File: src/rtl/cle_pkg.sv
// Shared constants and types for the console line editor.
`default_nettype none

package cle_pkg;

  // Byte codes with a special meaning in line mode
  localparam logic [7:0] CH_DEL = 8'h7F;
  localparam logic [7:0] CH_BS  = 8'h08;
  localparam logic [7:0] CH_SP  = 8'h20;
  localparam logic [7:0] CH_CR  = 8'h0D;
  localparam logic [7:0] CH_LF  = 8'h0A;

  // Configuration register indexes
  localparam int unsigned CFG_IDX_W = 2;
  localparam logic [CFG_IDX_W-1:0] CFG_COOKED      = 2'd0;
  localparam logic [CFG_IDX_W-1:0] CFG_ECHO_ENABLE = 2'd1;
  localparam logic [CFG_IDX_W-1:0] CFG_LINE_CAP    = 2'd2;

  localparam int unsigned CAP_W = 7;
  localparam logic [CAP_W-1:0] CAP_RESET = 7'd64;

  typedef enum logic [3:0] {
    ST_IDLE   = 4'b0001,
    ST_DECODE = 4'b0010,
    ST_EDIT   = 4'b0100,
    ST_DRAIN  = 4'b1000
  } state_e;

endpackage

`default_nettype wire

File: src/rtl/console_line_editor.sv
// Console line editor: line accumulation, editing and echo over a line memory.
//
// Channels:
//   s_axis takes one input byte per transaction. Each byte causes zero or
//   more result transactions on m_axis: an optional echo byte (tdata[7:0],
//   flagged by tuser[0]) and an optional delivered byte (tdata[15:8],
//   flagged by tuser[1]; tuser[2] marks the final byte of a line). tlast
//   marks the last result caused by one input byte. Write configuration
//   (line mode, echo, line capacity) through cfg_* only while idle.
// Sequencing:
//   A byte is accepted in the idle state and decoded in the decode state once
//   the output register is free; a raw or echoed stored byte enters it there.
//   An echoed erase gives three results from the edit state; a line end gives
//   N results (at most LINE_MAX) from the drain state, one memory read per
//   result, so the single read port sets the drain rate. A new byte waits for idle.
// Reset:
//   Line mode and echo on, capacity 64, empty line. The line memory is not
//   cleared; only entries written in the current line are ever read.
// Backpressure:
//   Hold the sequencer while m_axis_tready is low; nothing is dropped or repeated.
`default_nettype none

module console_line_editor #(
  parameter int unsigned LINE_MAX = 64
) (
  input  wire logic                         clk_i,
  input  wire logic                         rst_ni,
  // Configuration write port
  input  wire logic                         cfg_we_i,
  input  wire logic [cle_pkg::CFG_IDX_W-1:0] cfg_idx_i,
  input  wire logic [cle_pkg::CAP_W-1:0]    cfg_data_i,
  // Input stream
  input  wire logic                         s_axis_tvalid,
  output logic                              s_axis_tready,
  input  wire logic [7:0]                   s_axis_tdata,   // [7:0] in_byte
  // Result stream
  output logic                              m_axis_tvalid,
  input  wire logic                         m_axis_tready,
  output logic [15:0]                       m_axis_tdata,   // [7:0] echo_byte, [15:8] line_byte
  output logic [2:0]                        m_axis_tuser,   // [0] echo_valid, [1] line_valid,
                                                            // [2] line_end
  output logic                              m_axis_tlast    // last
);

  localparam int unsigned AW    = $clog2(LINE_MAX);
  localparam int unsigned LEN_W = $clog2(LINE_MAX + 1);
  localparam int unsigned NW    = LEN_W + 1;  // room for counts up to LINE_MAX + 2

  // Configuration registers
  logic                      cooked_q;
  logic                      echo_en_q;
  logic [cle_pkg::CAP_W-1:0] cap_q;

  always_ff @(posedge clk_i or negedge rst_ni) begin
    if (!rst_ni) begin
      cooked_q  <= 1'b1;
      echo_en_q <= 1'b1;
      cap_q     <= cle_pkg::CAP_RESET;
    end else if (cfg_we_i) begin
      case (cfg_idx_i)
        cle_pkg::CFG_COOKED:      cooked_q  <= cfg_data_i[0];
        cle_pkg::CFG_ECHO_ENABLE: echo_en_q <= cfg_data_i[0];
        cle_pkg::CFG_LINE_CAP:    cap_q     <= cfg_data_i;
        default: ;
      endcase
    end
  end

  // Clamp capacity into 1..LINE_MAX
  logic [NW-1:0] cap_eff;
  always_comb begin
    if (cap_q > cle_pkg::CAP_W'(LINE_MAX)) begin
      cap_eff = NW'(LINE_MAX);
    end else if (cap_q == '0) begin
      cap_eff = NW'(1);
    end else begin
      cap_eff = NW'(cap_q);
    end
  end

  // Control state
  cle_pkg::state_e state_q, state_d;
  logic [LEN_W-1:0] len_q, len_d;
  logic [NW-1:0]    idx_q, idx_d;       // result counter within one input
  logic [NW-1:0]    stored_q, stored_d; // bytes read from the memory in a drain
  logic [NW-1:0]    n_q, n_d;           // delivered bytes in a drain
  logic [NW-1:0]    total_q, total_d;   // results in a drain
  logic [7:0]       in_q;

  // Output register
  logic       ovalid_q, ovalid_d;
  logic [7:0] oecho_q, oecho_d, oline_q, oline_d;
  logic       oev_q, oev_d, olv_q, olv_d, ole_q, ole_d, olast_q, olast_d;
  logic       out_free;

  // Line memory
  logic [7:0]    line_mem [LINE_MAX];
  logic [7:0]    rdata_q;
  logic          mem_we;
  logic [NW-1:0] rd_next;
  logic [AW-1:0] rd_addr;

  // Decode helpers
  logic          is_erase, is_eol, has_room;
  logic [NW-1:0] len_ext, stored_c, n_c, ne_c, tot_c;

  assign out_free      = !ovalid_q || m_axis_tready;
  assign s_axis_tready = (state_q == cle_pkg::ST_IDLE);

  assign is_erase = (in_q == cle_pkg::CH_DEL) || (in_q == cle_pkg::CH_BS);
  assign is_eol   = (in_q == cle_pkg::CH_CR) || (in_q == cle_pkg::CH_LF);
  assign len_ext  = NW'(len_q);
  assign has_room = ((len_ext + NW'(2)) < cap_eff) && (len_ext < NW'(LINE_MAX));

  always_comb begin
    stored_c = (len_ext < cap_eff) ? len_ext : cap_eff;
    n_c      = ((stored_c + NW'(2)) < cap_eff) ? (stored_c + NW'(2)) : cap_eff;
    ne_c     = echo_en_q ? NW'(2) : NW'(0);
    tot_c    = (n_c > ne_c) ? n_c : ne_c;
  end

  // Keep the read data aligned with idx_q while draining
  assign rd_next = ((state_q == cle_pkg::ST_DRAIN) && out_free) ? (idx_q + NW'(1)) : idx_q;
  assign rd_addr = rd_next[AW-1:0];

  always_comb begin
    state_d  = state_q;
    len_d    = len_q;
    idx_d    = idx_q;
    stored_d = stored_q;
    n_d      = n_q;
    total_d  = total_q;
    mem_we   = 1'b0;
    ovalid_d = ovalid_q && !m_axis_tready;
    oecho_d  = oecho_q;
    oline_d  = oline_q;
    oev_d    = oev_q;
    olv_d    = olv_q;
    ole_d    = ole_q;
    olast_d  = olast_q;

    case (state_q)
      cle_pkg::ST_IDLE: begin
        if (s_axis_tvalid) begin
          state_d = cle_pkg::ST_DECODE;
        end
      end

      cle_pkg::ST_DECODE: begin
        if (out_free) begin
          state_d = cle_pkg::ST_IDLE;
          idx_d   = '0;
          if (!cooked_q) begin
            // Raw: pass the byte through as a one-byte line
            ovalid_d = 1'b1;
            oev_d    = echo_en_q;
            oecho_d  = echo_en_q ? in_q : 8'h00;
            olv_d    = 1'b1;
            oline_d  = in_q;
            ole_d    = 1'b1;
            olast_d  = 1'b1;
          end else if (is_erase) begin
            if (len_q != '0) begin
              len_d = len_q - LEN_W'(1);
              if (echo_en_q) begin
                state_d = cle_pkg::ST_EDIT;
              end
            end
          end else if (is_eol) begin
            // Snapshot the line shape and start the drain
            stored_d = stored_c;
            n_d      = n_c;
            total_d  = tot_c;
            len_d    = '0;
            state_d  = cle_pkg::ST_DRAIN;
          end else if (has_room) begin
            mem_we = 1'b1;
            len_d  = len_q + LEN_W'(1);
            if (echo_en_q) begin
              ovalid_d = 1'b1;
              oev_d    = 1'b1;
              oecho_d  = in_q;
              olv_d    = 1'b0;
              oline_d  = 8'h00;
              ole_d    = 1'b0;
              olast_d  = 1'b1;
            end
          end
        end
      end

      cle_pkg::ST_EDIT: begin
        // Echo BS SP BS
        if (out_free) begin
          ovalid_d = 1'b1;
          oev_d    = 1'b1;
          oecho_d  = (idx_q == NW'(1)) ? cle_pkg::CH_SP : cle_pkg::CH_BS;
          olv_d    = 1'b0;
          oline_d  = 8'h00;
          ole_d    = 1'b0;
          olast_d  = (idx_q == NW'(2));
          if (idx_q == NW'(2)) begin
            idx_d   = '0;
            state_d = cle_pkg::ST_IDLE;
          end else begin
            idx_d = idx_q + NW'(1);
          end
        end
      end

      cle_pkg::ST_DRAIN: begin
        if (out_free) begin
          ovalid_d = 1'b1;
          oev_d    = echo_en_q && (idx_q < NW'(2));
          oecho_d  = !oev_d ? 8'h00 : ((idx_q == '0) ? cle_pkg::CH_CR : cle_pkg::CH_LF);
          olv_d    = idx_q < n_q;
          if (!olv_d) begin
            oline_d = 8'h00;
          end else if (idx_q < stored_q) begin
            oline_d = rdata_q;
          end else if (idx_q == stored_q) begin
            oline_d = cle_pkg::CH_CR;
          end else begin
            oline_d = cle_pkg::CH_LF;
          end
          ole_d   = olv_d && ((idx_q + NW'(1)) == n_q);
          olast_d = (idx_q + NW'(1)) == total_q;
          if (olast_d) begin
            idx_d   = '0;
            state_d = cle_pkg::ST_IDLE;
          end else begin
            idx_d = idx_q + NW'(1);
          end
        end
      end

      default: begin
        state_d = cle_pkg::ST_IDLE;
      end
    endcase
  end

  always_ff @(posedge clk_i or negedge rst_ni) begin
    if (!rst_ni) begin
      state_q  <= cle_pkg::ST_IDLE;
      len_q    <= '0;
      idx_q    <= '0;
      ovalid_q <= 1'b0;
    end else begin
      state_q  <= state_d;
      len_q    <= len_d;
      idx_q    <= idx_d;
      ovalid_q <= ovalid_d;
    end
  end

  // Payload registers
  always_ff @(posedge clk_i) begin
    if (s_axis_tvalid && s_axis_tready) begin
      in_q <= s_axis_tdata;
    end
    stored_q <= stored_d;
    n_q      <= n_d;
    total_q  <= total_d;
    oecho_q  <= oecho_d;
    oline_q  <= oline_d;
    oev_q    <= oev_d;
    olv_q    <= olv_d;
    ole_q    <= ole_d;
    olast_q  <= olast_d;
  end

  // Line memory: one write port, one registered read port
  always_ff @(posedge clk_i) begin
    if (mem_we) begin
      line_mem[len_q[AW-1:0]] <= in_q;
    end
    rdata_q <= line_mem[rd_addr];
  end

  assign m_axis_tvalid = ovalid_q;
  assign m_axis_tdata  = {oline_q, oecho_q};
  assign m_axis_tuser  = {ole_q, olv_q, oev_q};
  assign m_axis_tlast  = olast_q;

  // Assertions
  a_len_bound: assert property (@(posedge clk_i) disable iff (!rst_ni)
    NW'(len_q) <= NW'(LINE_MAX))
    else $error("line length above LINE_MAX");

  a_drain_idx: assert property (@(posedge clk_i) disable iff (!rst_ni)
    (state_q == cle_pkg::ST_DRAIN) |-> (idx_q < total_q))
    else $error("drain index past result count");

  a_drain_cleared: assert property (@(posedge clk_i) disable iff (!rst_ni)
    (state_q == cle_pkg::ST_DRAIN) |-> (len_q == '0 && stored_q <= n_q))
    else $error("line not cleared or bad shape during drain");

  a_edit_idx: assert property (@(posedge clk_i) disable iff (!rst_ni)
    (state_q == cle_pkg::ST_EDIT) |-> (idx_q <= NW'(2)))
    else $error("erase echo counter out of range");

endmodule

`default_nettype wire

File: config.mk
export PLATFORM = sky130hd
export DESIGN_NAME = console_line_editor
export DESIGN_NICKNAME = d
export VERILOG_FILES = /design/src/rtl/cle_pkg.sv /design/src/rtl/console_line_editor.sv
export SDC_FILE = /design/constraint.sdc
export NUM_CORES = 1
export LEC_CHECK = 0
export BUFFER_PORTS_ARGS = -buffer_cell sky130_fd_sc_hd__clkbuf_2
export CAP_MARGIN = 20
export CORE_ASPECT_RATIO = 1.5
export CORE_MARGIN = 2
export CORE_UTILIZATION = 40
export DETAILED_ROUTE_END_ITERATION = 10
export PLACE_DENSITY_LB_ADDON = 0.3
export SYNTH_ARGS = -nofsm -noshare
export SYNTH_HDL_FRONTEND = slang
export SYNTH_SLANG_ARGS = --single-unit
File: constraint.sdc
create_clock -name clk_i -period 9.5 [get_ports clk_i]
set_input_delay 2.85 -clock clk_i [delete_from_list [all_inputs] [get_ports clk_i]]
set_output_delay 2.85 -clock clk_i [all_outputs]
set_load 0.1 [all_outputs]
==> impl_results.md <==
* Routed Antenna Nets at 0
* Most numerous cell in the Yosys netlist: edfxtp_1
* CP Class: flop to flop
* Critical path peak fanout at 18
* Fraction of layout cells with a size suffix above 1 at between 10% and 20%
* Synthesized cell area at ~28000 um2
* Met2 usage at a little under two fifths
* Util after Layout at between 40% and 50%
* Max cap viols at 0
* M1 GR Usage at about 23%
* Multi-input logic area at between 9000 and 10000 um2
* Async SR Flop Fraction at under 10%
* Final slew viol count at 0
* Seq. cell area at between 15000 and 20000 um2
* Power Dens Cells at 220 nW/um2
* Post-cts sizing count at 0
* Fin. Hold Viols at 0
* Most common flop cell mapped by yosys: edfxtp_1
* Worst-path clk slew at approximately 70 ps
* Initial core utilization at between 40% and 50%
* Row Count at between 100 and 150
* Yosys warning total at 0
* Switching Fraction at 29.1%
* Dominant cell type by area after synthesis: edfxtp_1
* WL final at 73.1 mm
* Largest net degree at the start of global routing at 73
* WP data required at roughly 9900 ps
* Leak at between 0.01 and 0.015 uW
* Crit-path max cell delay at 690 ps
* GRT met3 Usage at between 2 and 2.5%
* Total I/O pin count at 44
* Hpwl dp at approximately 47 mm
* Clk pwr share at between 30% and 40%
* Hold Crit Class: flop to flop
* H-tree depth at 2
* CTS tree: done
* GR peak layer: met2
* Worst Path Arrival at about 6700 ps
* CP cell instances: clkinv_1 -> nand2_1 -> ha_1 -> a21oi_1 -> o2111ai_1 -> o211ai_4 -> o21ai_0 -> ha_1 -> xnor2_1 -> ha_1 -> a211oi_1 -> o21ai_0 -> o22ai_1 -> mux2i_1 -> nor2b_1 -> and4bb_2 -> o21ai_1 -> mux2_2
* Yosys cell types at a little under 80
* Logic pwr share at around a fifth
* CTS Root Cell: clkbuf_16
* Post-CTS setup buffer count at 0
* Final setup margin at between 3000 and 4000 ps
* Post-synthesis sequential area ratio at between 60% and 70%
* Pint at between 4000 and 5000 uW
* TNS Setup at 0 ps
* All-Layer GR Usage at between 20% and 30%
* #FFs+latches synth at 600
* Fill count at around 6000
* Area growth syn-to-layout at 10.4%
* Sink Count at 600
* Relative slew slack at between 20% and 30%
* Routability Congestion at about 0.9
* Grt total ovfl at 0
* Later-pin clock latency in the skew report at around 600 ps
* Minimum clock period at 6350 ps
* VDD IR max at 0.150 mV
* Most used cell, CP: ha_1
* Endpoint class of the critical path: flop
* Core Box Area at ~70000 um2
* Synth area leaders: edfxtp_1 (60%), mux2i_1 (11%), mux4_2 (5.1%)
* # hold bufs at CTS at 0
* DP Area at 29200 um2
* Clock buffer depth at 3
* Port bufs at 43
* Fmax at ~160 MHz
* Switching pwr at ~2000 uW
* DR vias/cell at approximately 5.8
* Max Clock Skew at 18.2 ps
* First-pass GRT wire length at approximately 110 mm
* Die height at 329 um
* Die W at 221 um
* Worst setup SP type: flop
* Final setup fails at 0
* Run status: finished, final reports clean
* Tightest Pin Transition at 1120 ps
* Ant. Diodes at 0
* Number of flops mapped to enable cells by yosys at around 560
* Die footprint at ~73000 um2
* Sequential share of power at between 40% and 50%
* Via count at between 15000 and 20000
* Nets@finish at 2027
* Post-synth top cells: edfxtp_1 (563), mux2i_1 (318), nand2_1 (218)
* TritonRoute pass-1 iters at 8
* # DRC at 0
* Cell count after synthesis at ~1900
* DRT iter0 DRCs at approximately 1600
* Antenna violations before repair at 1
* Post-Syn Area per Cell at about 14 um2
* Post-route cell area at a little over 30000 um2
* Fin crit share at roughly 67%
* WL per Instance at ~25 um
* Dpl ws at roughly 3200 ps
* TritonCTS Buffers at 52
* Vias in the first global route at between 15000 and 20000
* Slowest CP cell: nor2b_1
* Post-synth top area share at 60.0%
* RSZ-0062 raised after global routing: no
==> cell usage in the layout, fill, tap and decap left out, types with 9 or more instances in the layout <==
cell and instances:
a22o_1 9, xor2_1 11, clkinv_1 10, a31oi_1 65, o21a_1 9, clkbuf_1 9, o221ai_1 25, nand3_1 44
mux4_2 64, a21o_1 17, mux2_2 18, xnor2_1 20, dfrtp_1 24, a32oi_1 24, mux2i_1 318, inv_1 33
nand2b_1 9, ha_1 47, nor3_1 25, clkinv_2 10, buf_4 28, clkbuf_16 54, edfxtp_1 563, nor2_1 97
clkbuf_2 43, nor2b_1 11, nand2_1 216, o21ai_0 29, a21oi_1 24, bufinv_16 11
==> final cells by class <==
cell class | instances | area share, %
Clock buffer | 63 | 4.46
Clock inverter | 34 | 1.46
Inverter | 35 | 0.423
Multi-Input combinational cell | 1194 | 31.3
Sequential cell | 600 | 57.3
Tap cell | 907 | 3.65
Timing Repair Buffer | 74 | 1.42
==> state kept, by name (all words and copies together) (netlist names) <==
register,count
oecho_q,8
n_q,8
rdata_q,8
in_q,8
state_q,4
olv_q,1
stored_q,7
idx_q,8
m_axis_tvalid,1
m_axis_tlast,1
oline_q,8
cooked_q,1
echo_en_q,1
cap_q,7
line_mem,512
ole_q,1
len_q,7
oev_q,1
total_q,8
==> power by group through the flow <==
stage	clock network, uW	registers, uW	logic, uW
floorplan	0	3310	848
global placement	0	3230	1330
detailed placement	0	3230	1360
CTS	2340	3170	1370
global route	2430	3180	1470
finish	2300	3180	1360
==> metal layers <==
layer | up-vias | routed length [um]
met2 | 528 | 39700
met1 | 8632 | 26600
li1 | 7565 | -
met4 | 0 | 3560
met3 | 157 | 3240
met5 | - | 0
==> final timing paths <==
| path | from | endpoint | slack (ps) | cells past startpoint |
|---|---|---|---|---|
| setup / recovery | cap_q[6] | total_q[1] | 3150 | 18 |
| hold / removal | cap_q[0] | cap_q[0] | 540 | 1 |
| setup reg to reg | cap_q[6] | total_q[1] | 3150 | 18 |
| hold reg to reg | cap_q[0] | cap_q[0] | 540 | 1 |
| max in group asynchronous | rst_ni | idx_q[1] | 6600 | 1 |
| min in group asynchronous | rst_ni | cap_q[5] | 2320 | 1 |
==> per-stage QoR <==
step                instances  hold slack (ps)  power, uW
finish                   2907              539       6840
global route             2907              565       7080
CTS                      2907              542       6880
global placement         2807              516       4560
detailed placement       2810              525       4600
floorplan                1944              496       4150
==> worst max-delay path, delay by kind of cell, from the launching register on <==
| family | cells | cell delay, ps |
|---|---|---|
| buffers and inverters | 1 | 300 |
| muxes | 2 | 390 |
| xor gates and xnor gates | 1 | 370 |
| adders and majority gates | 3 | 970 |
| DFF | 1 | 600 |
| and+or+nand+nor | 3 | 1450 |
| AOI/OAI and AO/OA | 8 | 2000 |
==> kinds of logic (layout without fill, tap and decap cells) <==
family	after synthesis	count (layout)	share of synthesized area, %
xor gates and xnor gates	36	36	1.24
other	1	2	0.0133
muxes	400	400	17.1
adders and majority gates	48	48	2.13
DFF	600	600	63.2
buffers and inverters	150	206	2.45
AOI/OAI and AO/OA	259	259	6.72
and+or+nand+nor	449	449	7.12
Note: power is estimated with default switching activity, not from simulation.
